File: src/rtl/core/cdss_pkg.sv
// shared types, constants and tables of the critically damped spring step
package cdss_pkg;

  localparam int unsigned FRAC_BITS_DEF = 16;
  localparam int unsigned POS_W         = 32;
  localparam int unsigned DT_W          = 17;
  localparam int unsigned HL_W          = 23;

  localparam logic [63:0] LN2_Q32   = 64'd2977044472;
  localparam logic [63:0] ONE_Q32   = 64'd1 << 32;
  localparam logic [63:0] EXP_LIMIT = LN2_Q32 * 64'd41;
  localparam logic [63:0] SAT_CAP   = 64'd1 << 62;

  localparam int unsigned RED_W       = 6;
  localparam int unsigned IDX_W       = 3;
  localparam int unsigned TAY_N_W     = 4;
  localparam int unsigned TAY_TERMS   = 14;
  localparam int unsigned RECIP_SHIFT = 37;
  localparam int unsigned RECIP_W     = 38;
  localparam logic [63:0] RECIP_ONE   = 64'd1 << RECIP_SHIFT;

  typedef enum logic [2:0] {
    OP_X,
    OP_TMUL,
    OP_TDIV,
    OP_J1,
    OP_NV1,
    OP_NV2,
    OP_NP1,
    OP_NP2
  } op_e;

  typedef struct packed {
    logic               load;
    logic               div_start;
    logic               mul_start;
    op_e                mul_op;
    logic               exp_chk;
    logic               red_step;
    logic [IDX_W-1:0]   red_idx;
    logic               tay_init;
    logic [TAY_N_W-1:0] tay_n;
    logic               exp_fin;
    logic               out_load;
    logic               out_zero;
  } cmd_t;

  typedef struct packed {
    logic dt_zero;
    logic div_done;
    logic mul_done;
    logic exp_big;
  } sts_t;

  // ceil(2^37 / n), exact floor division of values below 2^32 by n
  function automatic logic [RECIP_W-1:0] recip(input logic [TAY_N_W-1:0] n);
    logic [RECIP_W-1:0] r;
    case (n)
      4'd1:    r = RECIP_W'(RECIP_ONE / 64'd1);
      4'd2:    r = RECIP_W'((RECIP_ONE + 64'd1) / 64'd2);
      4'd3:    r = RECIP_W'((RECIP_ONE + 64'd2) / 64'd3);
      4'd4:    r = RECIP_W'((RECIP_ONE + 64'd3) / 64'd4);
      4'd5:    r = RECIP_W'((RECIP_ONE + 64'd4) / 64'd5);
      4'd6:    r = RECIP_W'((RECIP_ONE + 64'd5) / 64'd6);
      4'd7:    r = RECIP_W'((RECIP_ONE + 64'd6) / 64'd7);
      4'd8:    r = RECIP_W'((RECIP_ONE + 64'd7) / 64'd8);
      4'd9:    r = RECIP_W'((RECIP_ONE + 64'd8) / 64'd9);
      4'd10:   r = RECIP_W'((RECIP_ONE + 64'd9) / 64'd10);
      4'd11:   r = RECIP_W'((RECIP_ONE + 64'd10) / 64'd11);
      4'd12:   r = RECIP_W'((RECIP_ONE + 64'd11) / 64'd12);
      4'd13:   r = RECIP_W'((RECIP_ONE + 64'd12) / 64'd13);
      4'd14:   r = RECIP_W'((RECIP_ONE + 64'd13) / 64'd14);
      default: r = '0;
    endcase
    return r;
  endfunction

endpackage

File: src/rtl/core/cdss_ctrl.sv
// controller: sequences divide, range reduction, series and spring products
module cdss_ctrl (
  input  logic           clk_i,
  input  logic           rst_ni,
  input  logic           in_valid_i,
  output logic           in_ready_o,
  output logic           out_valid_o,
  input  logic           out_ready_i,
  input  cdss_pkg::sts_t sts_i,
  output cdss_pkg::cmd_t cmd_o
);
  import cdss_pkg::*;

  localparam logic [3:0] S_IDLE    = 4'd0;
  localparam logic [3:0] S_CHK     = 4'd1;
  localparam logic [3:0] S_DIV     = 4'd2;
  localparam logic [3:0] S_MSTART  = 4'd3;
  localparam logic [3:0] S_MWAIT   = 4'd4;
  localparam logic [3:0] S_EXPCHK  = 4'd5;
  localparam logic [3:0] S_RED     = 4'd6;
  localparam logic [3:0] S_TAYINIT = 4'd7;
  localparam logic [3:0] S_EXPFIN  = 4'd8;
  localparam logic [3:0] S_FIN     = 4'd9;

  logic [3:0]         state_q, state_d;
  op_e                op_q, op_d;
  logic [TAY_N_W-1:0] n_q, n_d;
  logic [IDX_W-1:0]   idx_q, idx_d;
  logic               zero_q, zero_d;
  logic               out_valid_q, out_valid_d;

  always_comb begin
    state_d        = state_q;
    op_d           = op_q;
    n_d            = n_q;
    idx_d          = idx_q;
    zero_d         = zero_q;
    cmd_o          = '0;
    cmd_o.mul_op   = op_q;
    cmd_o.tay_n    = n_q;
    cmd_o.red_idx  = idx_q;
    cmd_o.out_zero = zero_q;

    unique case (state_q)
      S_IDLE: begin
        if (in_valid_i) begin
          cmd_o.load = 1'b1;
          zero_d     = 1'b0;
          state_d    = S_CHK;
        end
      end
      S_CHK: begin
        if (sts_i.dt_zero) begin
          zero_d  = 1'b1;
          state_d = S_FIN;
        end else begin
          cmd_o.div_start = 1'b1;
          state_d         = S_DIV;
        end
      end
      S_DIV: begin
        if (sts_i.div_done) begin
          op_d    = OP_X;
          state_d = S_MSTART;
        end
      end
      S_MSTART: begin
        cmd_o.mul_start = 1'b1;
        state_d         = S_MWAIT;
      end
      S_MWAIT: begin
        if (sts_i.mul_done) begin
          state_d = S_MSTART;
          unique case (op_q)
            OP_X:    state_d = S_EXPCHK;
            OP_TMUL: op_d = OP_TDIV;
            OP_TDIV: begin
              if (n_q == TAY_N_W'(TAY_TERMS)) begin
                state_d = S_EXPFIN;
              end else begin
                n_d  = n_q + TAY_N_W'(1);
                op_d = OP_TMUL;
              end
            end
            OP_J1:   op_d = OP_NV1;
            OP_NV1:  op_d = OP_NV2;
            OP_NV2:  op_d = OP_NP1;
            OP_NP1:  op_d = OP_NP2;
            OP_NP2:  state_d = S_FIN;
          endcase
        end
      end
      S_EXPCHK: begin
        cmd_o.exp_chk = 1'b1;
        if (sts_i.exp_big) begin
          op_d    = OP_J1;
          state_d = S_MSTART;
        end else begin
          idx_d   = IDX_W'(RED_W - 1);
          state_d = S_RED;
        end
      end
      S_RED: begin
        cmd_o.red_step = 1'b1;
        if (idx_q == '0) begin
          state_d = S_TAYINIT;
        end else begin
          idx_d = idx_q - IDX_W'(1);
        end
      end
      S_TAYINIT: begin
        cmd_o.tay_init = 1'b1;
        n_d            = TAY_N_W'(1);
        op_d           = OP_TMUL;
        state_d        = S_MSTART;
      end
      S_EXPFIN: begin
        cmd_o.exp_fin = 1'b1;
        op_d          = OP_J1;
        state_d       = S_MSTART;
      end
      S_FIN: begin
        if (!out_valid_q || out_ready_i) begin
          cmd_o.out_load = 1'b1;
          state_d        = S_IDLE;
        end
      end
      default: state_d = S_IDLE;
    endcase
  end

  always_comb begin
    out_valid_d = out_valid_q;
    if (out_valid_q && out_ready_i) out_valid_d = 1'b0;
    if (cmd_o.out_load) out_valid_d = 1'b1;
  end

  always_ff @(posedge clk_i or negedge rst_ni) begin
    if (!rst_ni) begin
      state_q     <= S_IDLE;
      op_q        <= OP_X;
      n_q         <= '0;
      idx_q       <= '0;
      zero_q      <= 1'b0;
      out_valid_q <= 1'b0;
    end else begin
      state_q     <= state_d;
      op_q        <= op_d;
      n_q         <= n_d;
      idx_q       <= idx_d;
      zero_q      <= zero_d;
      out_valid_q <= out_valid_d;
    end
  end

  assign in_ready_o  = (state_q == S_IDLE);
  assign out_valid_o = out_valid_q;
endmodule

File: config.mk
export PLATFORM = sky130hd
export DESIGN_NAME = cdss_ctrl
export DESIGN_NICKNAME = d
export VERILOG_FILES = /design/src/rtl/core/cdss_pkg.sv /design/src/rtl/core/cdss_ctrl.sv
export SDC_FILE = /design/constraint.sdc
export NUM_CORES = 1
export LEC_CHECK = 0
export BUFFER_PORTS_ARGS = -buffer_cell sky130_fd_sc_hd__clkbuf_2
export CAP_MARGIN = 20
export CORE_UTILIZATION = 53
export CTS_BUF_LIST = sky130_fd_sc_hd__clkbuf_16
export DETAILED_ROUTE_END_ITERATION = 8
export PLACE_DENSITY_LB_ADDON = 0.15
export SLEW_MARGIN = 20
export SYNTH_ARGS = -nofsm -noshare
export SYNTH_HDL_FRONTEND = slang
export SYNTH_SLANG_ARGS = --single-unit
File: constraint.sdc
create_clock -name clk_i -period 1.94 [get_ports clk_i]
set_input_delay 0.582 -clock clk_i [delete_from_list [all_inputs] [get_ports clk_i]]
set_output_delay 0.582 -clock clk_i [all_outputs]
set_load 0.02 [all_outputs]
==> results_tabular.tex, run 1 <==
\begin{tabular}{lr}
\hline
Metric & Value \\
\hline
\multicolumn{2}{l}{\textbf{Placed design}} \\
Estimated wirelength of the detail-placed design & 2491 um \\
GP Congestion & 0.9021 \\
Worst slack at placement & 65.24 ps \\
Post-placement cell count & 214 \\
Number of I/O port buffers & 28 \\
\multicolumn{2}{l}{\textbf{Cells and area}} \\
Nets & 210 \\
Layout area overhead & 38.09\% \\
Commonest cells after routing, fill and taps aside & clkbuf\_2, buf\_4, dfrtp\_1, inv\_1, nor2\_1 \\
Ratio of cells with drive above 1 in the final layout & 37.24\% \\
Diodes inserted & 0 \\
Most common library cell in the layout ignoring fill and taps & clkbuf\_2 \\
Filler-free cell count of the finished design & 224 \\
\multicolumn{2}{l}{\textbf{Timing}} \\
Final Max Slew Viols & 0 \\
Hold Fails Final Rpt & 0 \\
Unrepaired setup endpoints after global routing & yes \\
Final total negative setup slack & -46.39 ps \\
Max Clock Skew & 4.834 ps \\
Max Clock Freq & 503.4 MHz \\
Final-layout worst hold slack & 275.2 ps \\
Tmin final & 1986 ps \\
Max-Slew Margin vs Limit & 70.35\% \\
Count of endpoints failing setup in the final report & 1 \\
Period Utilization, post-route & 102.4\% \\
Worst path setup slack after routing & -46.39 ps \\
Worst-margin pin slew & 444.7 ps \\
\multicolumn{2}{l}{\textbf{Clock network}} \\
Clock root buffer master & clkbuf\_16 \\
Clock-pin slew of the registers on the worst-case setup and hold paths & 50 ps \\
TritonCTS clock tree & done \\
Deepest level of the CTS H-tree & 1 \\
TritonCTS Sinks & 16 \\
Maximum number of buffers from clock root to sink & 2 \\
Count of hold-fix buffers inserted at cts & 0 \\
CTS buffer count & 3 \\
Clock network latency to the later pin of the worst-skew pair & 240 ps \\
\multicolumn{2}{l}{\textbf{Floorplan}} \\
Area inside the core boundary & 2255 um2 \\
Die area & 2618 um2 \\
I/O pin count & 29 \\
Initial core utilization & 56.83\% \\
Die boundary height & 51.17 um \\
Number of standard-cell rows in the floorplan & 17 \\
Die X & 51.17 um \\
\multicolumn{2}{l}{\textbf{Synthesis}} \\
FF+latch count, synth & 16 \\
Synthesized netlist net count & 169 \\
Post-synthesis instance area & 1281 um2 \\
Cell count after synthesis & 157 \\
Post-Syn Area per Cell & 8.161 um2 \\
Proportion of register bits with asynchronous set or reset after synthesis & 100.0\% \\
Count of distinct cell types in the synthesized netlist & 51 \\
Synth warn & 0 \\
Number of enable-type register cells in the synthesized netlist & 0 \\
Dominant register cell in the synthesized netlist & dfrtp\_1 \\
Register area share after synthesis & 31.25\% \\
\multicolumn{2}{l}{\textbf{Outcome}} \\
Outcome & finished, violations left \\
Violated checks & negative setup slack \\
\multicolumn{2}{l}{\textbf{Power}} \\
Power per standard cell area & 1808 nW/um2 \\
Maximum vdd drop & 1.232 mV \\
Standby leakage power & 0.0007986 uW \\
Pwr Total & 3199 uW \\
\multicolumn{2}{l}{\textbf{Worst setup path}} \\
Type of origin of the critical path & register \\
WP buf/inv & 2 \\
Worst path arrival time & 1400 ps \\
Critical Path, Cell by Cell & buf\_6 > nor4\_4 > and2\_1 > clkbuf\_8 \\
Capturing element type of the critical path & primary output \\
Cell with the largest stage delay on the worst path & dfrtp\_2 \\
Gate family responsible for the most delay along the worst path & simple AND/OR/NAND/NOR gates \\
Classification of the worst setup path & register to primary output \\
Peak per-stage delay on the critical path & 430 ps \\
CP Max Fanout & 5 \\
Critical path required time & 1360 ps \\
\multicolumn{2}{l}{\textbf{Detailed routing}} \\
Number of search-and-repair iterations in the first detailed-routing pass & 4 \\
Iteration-0 DRC Markers & 62 \\
Detailed-route vias per instance & 6.272 \\
Vias after detailed routing & 1,405 \\
\# DRC & 0 \\
Remaining antenna violation count after routing & 0 \\
Total Wirelength & 3778 um \\
Routed wire length per instance & 16.87 um \\
\multicolumn{2}{l}{\textbf{GRT}} \\
Number of antenna violations at the first check in global routing & 0 \\
Pin count of the biggest net entering global routing & 25 \\
Number of global-route vias before repair & 1,262 \\
Combined global-route utilization of all metal layers & 30.72\% \\
Global route overflow & 0 \\
Wire length of the first global-routing pass & 6003 um \\
\multicolumn{2}{l}{\textbf{Min path}} \\
Worst hold-check path type & input port to asynchronous set/reset pin \\
\multicolumn{2}{l}{\textbf{Flow run}} \\
Max-capacitance violation count & 0 \\
\hline
\end{tabular}
[stage by stage]
stage	utilization, %	cell area [um2]
final	78.47	1769
after global routing	78.47	1769
after CTS	74.75	1685
after detailed placement	67.87	1530
after global placement	67.87	1530
after floorplan	-	1303
[kinds of logic (layout without fill, tap and decap cells)]
group,Yosys count,after routing,share of synthesized area [%]
AOI/OAI and AO/OA,52,52,27.74
DFF,16,16,31.25
muxes,1,1,0.8788
adders and majority gates,4,4,3.906
buffers and inverters,25,64,8.301
and+or+nand+nor,59,59,27.93
[synth_stat cells (3+ instances only)]
cell type / number / area share, %
a21oi_1: 12 / 4.7
buf_2: 4 / 1.6
clkbuf_1: 4 / 1.2
dfrtp_1: 16 / 31
ha_1: 4 / 3.9
inv_1: 11 / 3.2
nand2_1: 6 / 1.8
nand2b_1: 5 / 2.4
nand3_1: 4 / 1.6
nor2_1: 12 / 3.5
nor2b_1: 3 / 1.5
nor3_1: 5 / 2.0
nor4_1: 3 / 1.5
o21ai_0: 5 / 2.0
o21ai_1: 8 / 3.1
o31ai_1: 4 / 2.3
or3_1: 3 / 1.5
or4_1: 3 / 1.8
[power breakdown]
part | internal (uW) | switching (uW)
logic | 938 | 1210
clock network | 270 | 122
registers | 488 | 175
total | 1700 | 1500
[worst paths after layout]
| check | end | depth (start not counted) | startpoint | slack (ps) |
|---|---|---|---|---|
| setup / recovery | cmd_o[18] | 4 | state_q[2] | -50 |
| hold / removal | state_q[1] | 1 | rst_ni | 280 |
| setup reg to reg | state_q[0] | 6 | state_q[0] | 30 |
| hold reg to reg | idx_q[0] | 1 | idx_q[0] | 510 |
| max in group asynchronous | state_q[0] | 1 | rst_ni | 1330 |
| min in group clk_i | idx_q[0] | 1 | idx_q[0] | 510 |
[metal layers]
layer	part of all wire, %	vias to the layer above	global-route usage, %
li1	-	669	-
met2	47	60	48.25
met1	46	670	44.04
met3	6.6	6	3.571
met4	1.0	0	8.333
met5	0	-	0
[cell type report]
type / count / area [um2]
Clock buffer: 3 / 75.07
Multi-Input combinational cell: 116 / 884.6
Sequential cell: 16 / 402.9
Inverter: 13 / 48.80
Fill cell: 149 / 485.5
Timing Repair Buffer: 48 / 322.8
Tap cell: 28 / 35.03
[what timing repair did]
action,in CTS,in global routing
pin swaps,1,0
setup endpoints to repair,9,10
gates resized for setup,13,16
gates cloned,0,0
buffers inserted,5,2
[sequential cells by signal, indices dropped and copies added (netlist names)]
name,cells
idx_q,3
out_valid_o,1
n_q,4
state_q,4
zero_q,1
op_q,3
[worst register-to-register path, cell delays in order (launching register included)]
cell	delay, ps
dfrtp_2	470
buf_4	180
buf_4	160
or3_1	350
nand2_1	120
nand4_1	200
o31ai_1	330
Note: power is estimated with default switching activity, not from simulation.
==> run 2, diff against run 1 <==
--- a/config.mk
+++ b/config.mk
@@ -7,10 +7,11 @@
 export LEC_CHECK = 0
 export BUFFER_PORTS_ARGS = -buffer_cell sky130_fd_sc_hd__clkbuf_2
 export CAP_MARGIN = 20
-export CORE_UTILIZATION = 53
+export CORE_UTILIZATION = 45
 export CTS_BUF_LIST = sky130_fd_sc_hd__clkbuf_16
 export DETAILED_ROUTE_END_ITERATION = 8
 export PLACE_DENSITY_LB_ADDON = 0.15
+export REMOVE_ABC_BUFFERS = 1
 export SLEW_MARGIN = 20
 export SYNTH_ARGS = -nofsm -noshare
 export SYNTH_HDL_FRONTEND = slang
==> run 2 against run 1 <==
  * The run still ends with negative setup slack left
  * Routed wire length is 5.8% higher
  * Total power is 7.1% higher
  * Sequential share of layout area is 1.5 points lower
  * Hold slack worse by 16 ps
  * Sequential cell count stayed put
  * Global-route usage is 4.4 points lower
  * Worst setup slack better by 38 ps
  * Combinational power is 9.3% higher
  * Via count is 3.7% higher
  * Critical path type unchanged
  * Highest routed layer unchanged
==> results_tabular.tex, run 2 (synthesis gave the netlist of run 1 again) <==
\begin{tabular}{lr}
\hline
Metric & Value \\
\hline
\multicolumn{2}{l}{\textbf{Cells and area}} \\
Final core utilization & 73.19\% \\
Layout area overhead & 47.95\% \\
Diodes inserted & 0 \\
Most common library cell in the layout ignoring fill and taps & buf\_4 \\
Biggest registers after layout & n\_q: 4 flops, state\_q: 4 flops \\
Nets & 222 \\
Ratio of cells with drive above 1 in the final layout & 40.67\% \\
Commonest cells after routing, fill and taps aside & buf\_4, clkbuf\_2, dfrtp\_1, inv\_1, nor2\_1 \\
Filler-free cell count of the finished design & 239 \\
Area of all placed cells without fillers & 1896 um2 \\
Filler cells & 202 \\
\multicolumn{2}{l}{\textbf{Floorplan}} \\
Die boundary height & 55.36 um \\
Area inside the core boundary & 2590 um2 \\
Initial core utilization & 49.47\% \\
Number of standard-cell rows in the floorplan & 18 \\
Die area & 3065 um2 \\
Die X & 55.36 um \\
I/O pin count & 29 \\
\multicolumn{2}{l}{\textbf{Detailed routing}} \\
Total Wirelength & 3996 um \\
Number of search-and-repair iterations in the first detailed-routing pass & 4 \\
Routed wire length per instance & 16.72 um \\
Detailed-route vias per instance & 6.096 \\
Vias after detailed routing & 1,457 \\
\# DRC & 0 \\
Remaining antenna violation count after routing & 0 \\
Iteration-0 DRC Markers & 71 \\
\multicolumn{2}{l}{\textbf{Outcome}} \\
Violated checks & negative setup slack \\
Outcome & finished, violations left \\
\multicolumn{2}{l}{\textbf{Power}} \\
Standby leakage power & 0.0008787 uW \\
Power per standard cell area & 1807 nW/um2 \\
Sw Pwr & 1564 uW \\
Part of the total power dissipated in sequential elements & 19.4\% \\
Fraction of power consumed by the clock network & 12.2\% \\
Part of the power in combinational logic & 68.4\% \\
Switching part of the total & 45.67\% \\
Maximum vdd drop & 1.118 mV \\
Cell internal power dissipation & 1860 uW \\
\multicolumn{2}{l}{\textbf{Timing}} \\
Unrepaired setup endpoints after global routing & yes \\
Max-Slew Margin vs Limit & 71.06\% \\
Hold Fails Final Rpt & 0 \\
Final-layout worst hold slack & 258.8 ps \\
Final Max Slew Viols & 0 \\
Worst path setup slack after routing & -8.486 ps \\
Worst-margin pin slew & 434.0 ps \\
Count of endpoints failing setup in the final report & 1 \\
Max Clock Freq & 513.2 MHz \\
Tmin final & 1948 ps \\
Max Clock Skew & 3.930 ps \\
Period Utilization, post-route & 100.4\% \\
\multicolumn{2}{l}{\textbf{Placed design}} \\
Post-placement cell count & 216 \\
Number of I/O port buffers & 28 \\
GP Congestion & 0.9106 \\
Estimated wirelength of the detail-placed design & 2510 um \\
Dpl cell area & 1511 um2 \\
Worst slack at placement & 129.6 ps \\
\multicolumn{2}{l}{\textbf{Worst setup path}} \\
Cell with the largest stage delay on the worst path & dfrtp\_2 \\
Critical path required time & 1360 ps \\
CP Max Fanout & 6 \\
Peak per-stage delay on the critical path & 470 ps \\
Worst path arrival time & 1370 ps \\
WP buf/inv & 2 \\
Capturing element type of the critical path & primary output \\
Depth of the worst register-to-register path & 6 \\
Classification of the worst setup path & register to primary output \\
Critical Path, Cell by Cell & buf\_6 > nand4bb\_1 > a21oi\_1 > buf\_4 \\
CP Depth & 4 \\
Worst-case register-to-register setup slack & 20 ps \\
Type of origin of the critical path & register \\
Gate family responsible for the most delay along the worst path & flip-flops \\
\multicolumn{2}{l}{\textbf{Flow run}} \\
Max-capacitance violation count & 0 \\
\multicolumn{2}{l}{\textbf{Clock network}} \\
Clock-pin slew of the registers on the worst-case setup and hold paths & 50 ps \\
Maximum number of buffers from clock root to sink & 2 \\
Clock network latency to the later pin of the worst-skew pair & 250 ps \\
Deepest level of the CTS H-tree & 1 \\
Clock root buffer master & clkbuf\_16 \\
TritonCTS Sinks & 16 \\
CTS buffer count & 3 \\
TritonCTS clock tree & done \\
\multicolumn{2}{l}{\textbf{GRT}} \\
Wire length of the first global-routing pass & 6354 um \\
Combined global-route utilization of all metal layers & 26.27\% \\
Pin count of the biggest net entering global routing & 17 \\
Number of global-route vias before repair & 1,368 \\
Number of antenna violations at the first check in global routing & 0 \\
Global route overflow & 0 \\
\multicolumn{2}{l}{\textbf{Min path}} \\
Worst hold-check path type & input port to asynchronous set/reset pin \\
\hline
\end{tabular}
-- run 2: worst register-to-register path, cell delays in order (launching register included) --
cell and delay, ps:
dfrtp_2 430, buf_4 170, buf_4 150, nor4b_4 360
a31oi_4 170, or4_4 440, a21oi_2 140
-- run 2: worst paths after layout --
kind                             from    endpoint
hold reg to reg              idx_q[0]    idx_q[0]
hold / removal                 rst_ni    idx_q[1]
setup / recovery           state_q[2]    cmd_o[1]
max in group asynchronous      rst_ni  state_q[3]
setup reg to reg           state_q[3]      n_q[2]
min in group clk_i           idx_q[0]    idx_q[0]
-- run 2: routing by layer --
layer  global-route usage [%]  part of all wire [%]  vias to the layer above  wire, um
met4                    8.214                   1.5                        0        61
met3                    5.386                   5.9                        7       237
met2                    45.27                    52                       56      2071
li1                         -                     -                      690         -
met5                        0                     0                        -         0
met1                    32.75                    41                      704      1626
-- run 2: area by class of cell --
cell class	instances	area [um2]	area share (%)
multi-input cells	116	878.3	46.34
clock inverters	1	3.754	0.1980
repair buffers	60	447.9	23.63
inverters	13	48.80	2.574
flip-flops and latches	16	404.1	21.32
well taps	30	37.54	1.980
clock buffers	3	75.07	3.960
-- run 2: power by group through the flow --
stage	clock network [uW]	logic [uW]	registers (uW)
2_1_floorplan	0	929	886
3_3_place_gp	0	1750	678
3_5_place_dp	0	1770	688
4_1_cts	422	2090	667
5_1_grt	435	2530	688
6_report	417	2340	663
-- run 2: stage by stage --
stage	total power [uW]	TNS, ps
finish	3424	-8.486
global route	3655	-271.9
CTS	3180	-69.99
detailed placement	2460	0
global placement	2429	0
floorplan	1815	-470.4
-- run 2: what timing repair did --
item	4_1_cts	5_1_grt
resized for setup	14	26
setup buffers	9	10
pin swaps	2	10
endpoints found under the setup margin	9	10
gates cloned	1	0
hold buffers	0	0
